**src/sv/mtwg_pkg.sv**
```systemverilog
package mtwg_pkg;

    // generator dimensions
    localparam int STATE_WORDS  = 624;
    localparam int SHIFT_OFFSET = 397;
    localparam int MAX_BURST    = 64;

    localparam int WORD_W  = 32;
    localparam int COUNT_W = 7;
    localparam int IDX_W   = 10;

    // read index codes above the last state word, and the last state index
    localparam logic [IDX_W-1:0] NEED_TWIST = IDX_W'(STATE_WORDS);
    localparam logic [IDX_W-1:0] NEED_SEED  = IDX_W'(STATE_WORDS + 1);
    localparam logic [IDX_W-1:0] LAST_IDX   = IDX_W'(STATE_WORDS - 1);

    // recurrence, twist and tempering constants
    localparam logic [WORD_W-1:0] SEED_MULT    = 32'd1812433253;
    localparam logic [WORD_W-1:0] SEED_DEFAULT = 32'd5489;
    localparam logic [WORD_W-1:0] TWIST_XOR    = 32'h9908_b0df;
    localparam logic [WORD_W-1:0] TEMPER_B     = 32'h9d2c_5680;
    localparam logic [WORD_W-1:0] TEMPER_C     = 32'hefc6_0000;

    typedef enum logic [2:0] {
        ST_IDLE,
        ST_GEN,
        ST_SEED,
        ST_TW_PRIME,
        ST_TWIST,
        ST_TW_END
    } mtwg_state_t;

    // output tempering
    function automatic logic [WORD_W-1:0] temper(input logic [WORD_W-1:0] w);
        logic [WORD_W-1:0] y;
        y = w ^ (w >> 11);
        y = y ^ ((y << 7) & TEMPER_B);
        y = y ^ ((y << 15) & TEMPER_C);
        y = y ^ (y >> 18);
        return y;
    endfunction

endpackage

```
**src/sv/mtwg_if.sv**
```systemverilog


interface mtwg_word_if;
    logic                       valid;
    logic                       ready;
    logic [mtwg_pkg::WORD_W-1:0] random_word;
    logic                       last_word;

    modport source (output valid, output random_word, output last_word, input ready);
    modport sink   (input valid, input random_word, input last_word, output ready);
endinterface

```
**src/sv/mtwg_out_buf.sv**
```systemverilog
module mtwg_out_buf (
    input  logic                        clk,
    input  logic                        rst_n,
    input  logic                        issue,
    input  logic                        issue_last,
    input  logic [mtwg_pkg::WORD_W-1:0] rd_data,
    output logic                        space,
    mtwg_word_if.source                 words
);
    import mtwg_pkg::*;

    logic              infl_reg, infl_next;
    logic              infl_last_reg, infl_last_next;
    logic [1:0]        cnt_reg, cnt_next;
    logic [WORD_W-1:0] word0_reg, word0_next;
    logic [WORD_W-1:0] word1_reg, word1_next;
    logic              last0_reg, last0_next;
    logic              last1_reg, last1_next;
    logic              pop;
    logic [1:0]        kept;
    logic [WORD_W-1:0] tempered;

    // head of the two-entry queue drives the port
    assign words.valid       = (cnt_reg != 2'd0);
    assign words.random_word = word0_reg;
    assign words.last_word   = last0_reg;
    assign pop               = words.valid && words.ready;

    // a read may go out when its word is sure of a slot
    assign space = ((cnt_reg + {1'b0, infl_reg}) < 2'd2) || pop;

    assign tempered = temper(rd_data);

    // queue update: shift on pop, returning word lands behind what is kept
    always_comb
    begin
        infl_next      = issue;
        infl_last_next = issue_last;
        word0_next     = word0_reg;
        word1_next     = word1_reg;
        last0_next     = last0_reg;
        last1_next     = last1_reg;
        kept           = cnt_reg - {1'b0, pop};
        if (pop)
        begin
            word0_next = word1_reg;
            last0_next = last1_reg;
        end
        if (infl_reg)
        begin
            if (kept == 2'd0)
            begin
                word0_next = tempered;
                last0_next = infl_last_reg;
            end
            else
            begin
                word1_next = tempered;
                last1_next = infl_last_reg;
            end
        end
        cnt_next = kept + {1'b0, infl_reg};
    end

    always_ff @(posedge clk or negedge rst_n)
    begin
        if (!rst_n)
        begin
            infl_reg <= 1'b0;
            cnt_reg  <= 2'd0;
        end
        else
        begin
            infl_reg <= infl_next;
            cnt_reg  <= cnt_next;
        end
    end

    always_ff @(posedge clk)
    begin
        infl_last_reg <= infl_last_next;
        word0_reg     <= word0_next;
        word1_reg     <= word1_next;
        last0_reg     <= last0_next;
        last1_reg     <= last1_next;
    end

endmodule

```
**src/flat_wrapper.sv**
```systemverilog
// flat-port wrapper written by rule: the top's interface ports become plain ports
module mtwg_out_buf_flat import mtwg_pkg::*;
  (clk, rst_n, issue, issue_last, rd_data, space, words_valid, words_random_word, words_last_word, words_ready);
  mtwg_word_if words_i ();
  input  logic clk;
  input  logic rst_n;
  input  logic issue;
  input  logic issue_last;
  input  logic [mtwg_pkg::WORD_W-1:0] rd_data;
  output logic space;
  output wire logic [$bits(words_i.valid)-1:0] words_valid;
  output wire logic [$bits(words_i.random_word)-1:0] words_random_word;
  output wire logic [$bits(words_i.last_word)-1:0] words_last_word;
  input wire logic [$bits(words_i.ready)-1:0] words_ready;
  assign words_valid = words_i.valid;
  assign words_random_word = words_i.random_word;
  assign words_last_word = words_i.last_word;
  assign words_i.ready = words_ready;
  mtwg_out_buf u_core (.clk(clk), .rst_n(rst_n), .issue(issue), .issue_last(issue_last), .rd_data(rd_data), .space(space), .words(words_i));
endmodule
```
**config.mk**
```make
export PLATFORM = sky130hd
export DESIGN_NAME = mtwg_out_buf_flat
export DESIGN_NICKNAME = d
export VERILOG_FILES = /design/src/sv/mtwg_pkg.sv /design/src/sv/mtwg_if.sv /design/src/sv/mtwg_out_buf.sv /design/src/flat_wrapper.sv
export SDC_FILE = /design/constraint.sdc
export NUM_CORES = 1
export LEC_CHECK = 0
export ABC_AREA = 1
export CAP_MARGIN = 20
export CORE_MARGIN = 4
export CORE_UTILIZATION = 63
export DETAILED_ROUTE_END_ITERATION = 6
export DONT_BUFFER_PORTS = 1
export PLACE_DENSITY = 0.91
export RECOVER_POWER = 100
export SYNTH_ARGS = -nofsm -noshare
export SYNTH_HDL_FRONTEND = slang
export SYNTH_SLANG_ARGS = --single-unit
```
**constraint.sdc**
```tcl
create_clock -name clk -period 3.4 [get_ports clk]
set_input_delay 0.34 -clock clk [delete_from_list [all_inputs] [get_ports clk]]
set_output_delay 0.34 -clock clk [all_outputs]
set_load 0.01 [all_outputs]
```
==> flow_summary.json <==
{
  "path_common_cell": "inv_1",
  "synth_fp_nets": 420,
  "rows": 26,
  "p_sw_mw": 1.10,
  "tritoncts": "built",
  "vias": 2538,
  "die_area_um2": 6670,
  "grt_pass1_vias": 2360,
  "fin_nets": 424,
  "yosys_warnings": 0,
  "clkLatencyLatePin_ns": 0.33,
  "peakVddDrop_v": 0.000432,
  "synth_seq_cells": 70,
  "r2r_cells": 11,
  "fin_area_um2": 3640,
  "drt_iter0_drc": 160,
  "power.share.clock": 0.214,
  "drv_cap": 0,
  "synth_top_area_frac": 0.290,
  "synth-main-ff-cell": "dfxtp_1",
  "synth.largest_area_cell": "edfxtp_1",
  "p_leak_nw": 1.63,
  "crit_slowest_cell": "inv_1",
  "area_growth_pct": 6.52,
  "total_power_mw": 3.07,
  "fin_util": 0.704,
  "required_ns": 3.55,
  "port_buffers": 0,
  "die_h_um": 81.6,
  "postCtsHoldBufs": 1,
  "dr.pass1.iters": 7,
  "slew_viol_final": 0,
  "setup_viol": 0,
  "wl_per_cell_um": 15.2,
  "io_pins": 72,
  "rsz0062_at_grt": "false",
  "grt_use_total": 0.217,
  "drive_above_1_share": 0.0641,
  "status": "finished, final reports clean",
  "reg2reg_setup_slack_ns": 0.63,
  "synth_xor_area_frac": 0.119,
  "max_freq_mhz": 360,
  "powerDensity_nw_per_um2": 844,
  "avgSynthCellArea_um2": 8.97,
  "timing.final.crit_share": 0.816,
  "cp_top_family": "buffers and inverters",
  "path_cells": "inv_1, nand2_1, nand2_1, inv_1, buf_4, ha_1, inv_1, nor2_1, nand2_1, inv_1, o21ai_0",
  "arrival_ns": 2.92,
  "sw_frac_of_total": 0.359,
  "crit_cells": 11,
  "hold_viol": 0,
  "hold_path_class": "input port to flop",
  "crit_buf_inv": 5,
  "internal_power_mw": 1.97,
  "cts_inserted_buffers": 9,
  "pwr-share-seq": 0.509,
  "core_area_um2": 5170,
  "grt-ovfl-total": 0,
  "antenna_left": 0,
  "post_dp_cell_area_um2": 3480,
  "worstHoldPathCells": 0,
  "antenna_found_initial": 0,
  "clock_skew_ns": 0.00491,
  "crit_type": "flop to flop",
  "cp-start-kind": "flop",
  "power_frac_comb": 0.277,
  "clockBufferDepth": 2,
  "drc": 0,
  "die_x_um": 81.6,
  "cts_max_level": 3,
  "cts_setup_buffers": 0,
  "cts_root_buf": "clkbuf_8",
  "async_reset_ff_frac": 0.0429,
  "cts.sinks": 70,
  "drt-total-wl_um": 6980,
  "vias_per_cell": 5.52,
  "fin_crit_ns": 2.77,
  "synth_compound_area_frac": 0.0601,
  "synth_seq_area_share": 0.511,
  "place_ws_ns": 0.685,
  "synthMuxAreaShare": 0.0322,
  "path_max_fanout": 31,
  "post-dp-hpwl_um": 4920,
  "gp_congestion": 0.818,
  "cts_resized": 0,
  "fin_tns_setup_ns": 0,
  "tightest_slew_ns": 0.942,
  "maxSlewHeadroom": 0.370,
  "syn_inst": 381,
  "yosys.area_share.simple": 0.219,
  "clkTransAtPathRegs_ns": 0.07,
  "syn_area_um2": 3420,
  "synth_area_leaders": "edfxtp_1 29%, dfxtp_1 20%, nand2_1 13%, xnor2_1 5.1%, xor2_1 4.4%",
  "fin_ws_ns": 0.626,
  "grt_max_degree": 36,
  "antenna_cells": 0,
  "end_kind": "flop",
  "synth_edf_count": 33,
  "yosys.area_share.adder": 0.00732,
  "synth_cell_type_count": 30,
  "cp_slowest_stage_delay_ns": 0.65,
  "initial_core_util": 0.661,
  "grt_pass1_wl_um": 10900,
  "synth_top_family_by_area": "simple AND/OR/NAND/NOR gates"
}
cells in the mapped netlist, types with 2 or more instances:
cell type    n
nand2_1    122
dfxtp_1     34
edfxtp_1    33
inv_1       31
nand3_1     21
xnor2_1     20
nor2_1      19
xor2_1      17
a31oi_1     13
o21ai_0     13
mux2i_1     11
and2_1       5
buf_2        5
nand2_2      5
clkbuf_1     4
o211ai_1     4
or2_2        4
dfrtp_1      3
xor2_2       3
ha_1         2
o31ai_1      2
xnor2_2      2
layout make-up:
| type | count | area, um2 |
|---|---|---|
| multi-input cells | 268 | 1460 |
| flip-flops and latches | 70 | 1750 |
| inverters | 32 | 120 |
| well taps | 70 | 87.6 |
| repair buffers | 4 | 30.0 |
| clock buffers | 15 | 166 |
| fillers | 348 | 1530 |
| clock inverters | 1 | 30.0 |
worst reg2reg max path, cell delays in order (launching register included):
cell and delay, ns:
dfrtp_1 0.38, inv_1 0.11, nand2_1 0.13, nand2_1 0.10, inv_1 0.05, buf_4 0.21
ha_1 0.30, inv_1 0.05, nor2_1 0.23, nand2_1 0.11, inv_1 0.65, o21ai_0 0.29
kinds of logic (layout without fill, tap and decap cells):
group,after synthesis,in the layout
compound gates,34,34
xor+xnor,42,42
flops,70,70
fa+ha+maj,2,2
buf+inv,43,52
simple gates,179,179
mux,11,11
metrics by stage:
step	cells	hold slack, ns
floorplan	381	0.0444
global placement	443	0.0445
detailed placement	443	0.0445
CTS	460	0.0205
global route	460	0.0129
finish	460	0.0321
metal layers:
layer	global-route usage	part of all wire	vias up
met5	0	0	-
met4	0.0997	0.031	0
met3	0.0702	0.084	22
met2	0.362	0.50	99
met1	0.255	0.39	1173
li1	-	-	1244
cells in the final DEF, fill, tap and decap left out, types with 4 or more instances in the layout:
| master | instances |
|---|---|
| a31oi_1 | 13 |
| clkbuf_1 | 4 |
| clkbuf_8 | 11 |
| dfxtp_1 | 34 |
| edfxtp_1 | 33 |
| inv_1 | 31 |
| mux2i_1 | 11 |
| nand2_1 | 126 |
| nand3_1 | 21 |
| nor2_1 | 18 |
| o211ai_1 | 4 |
| o21ai_0 | 14 |
| or2_2 | 4 |
| xnor2_1 | 22 |
| xor2_1 | 19 |
power groups by stage:
stage	Clock, mW	Sequential [mW]	Combinational, mW
2_1_floorplan	0	1.51	0.693
3_3_place_gp	0	1.57	0.805
3_5_place_dp	0	1.59	0.848
4_1_cts	0.663	1.57	0.866
5_1_grt	0.699	1.60	0.969
6_report	0.657	1.56	0.851
final timing paths:
kind | start | endpoint
min in group asynchronous | rst_n | u_core.cnt_reg[1]
worst min-delay path | issue_last | u_core.infl_last_reg
max in group asynchronous | rst_n | u_core.cnt_reg[0]
worst max register to register | u_core.cnt_reg[1] | u_core.words.random_word[12]
worst min register to register | u_core.infl_last_reg | u_core.last1_reg
worst max-delay path | u_core.cnt_reg[1] | u_core.words.random_word[12]
(Power assumes the default switching activity.)
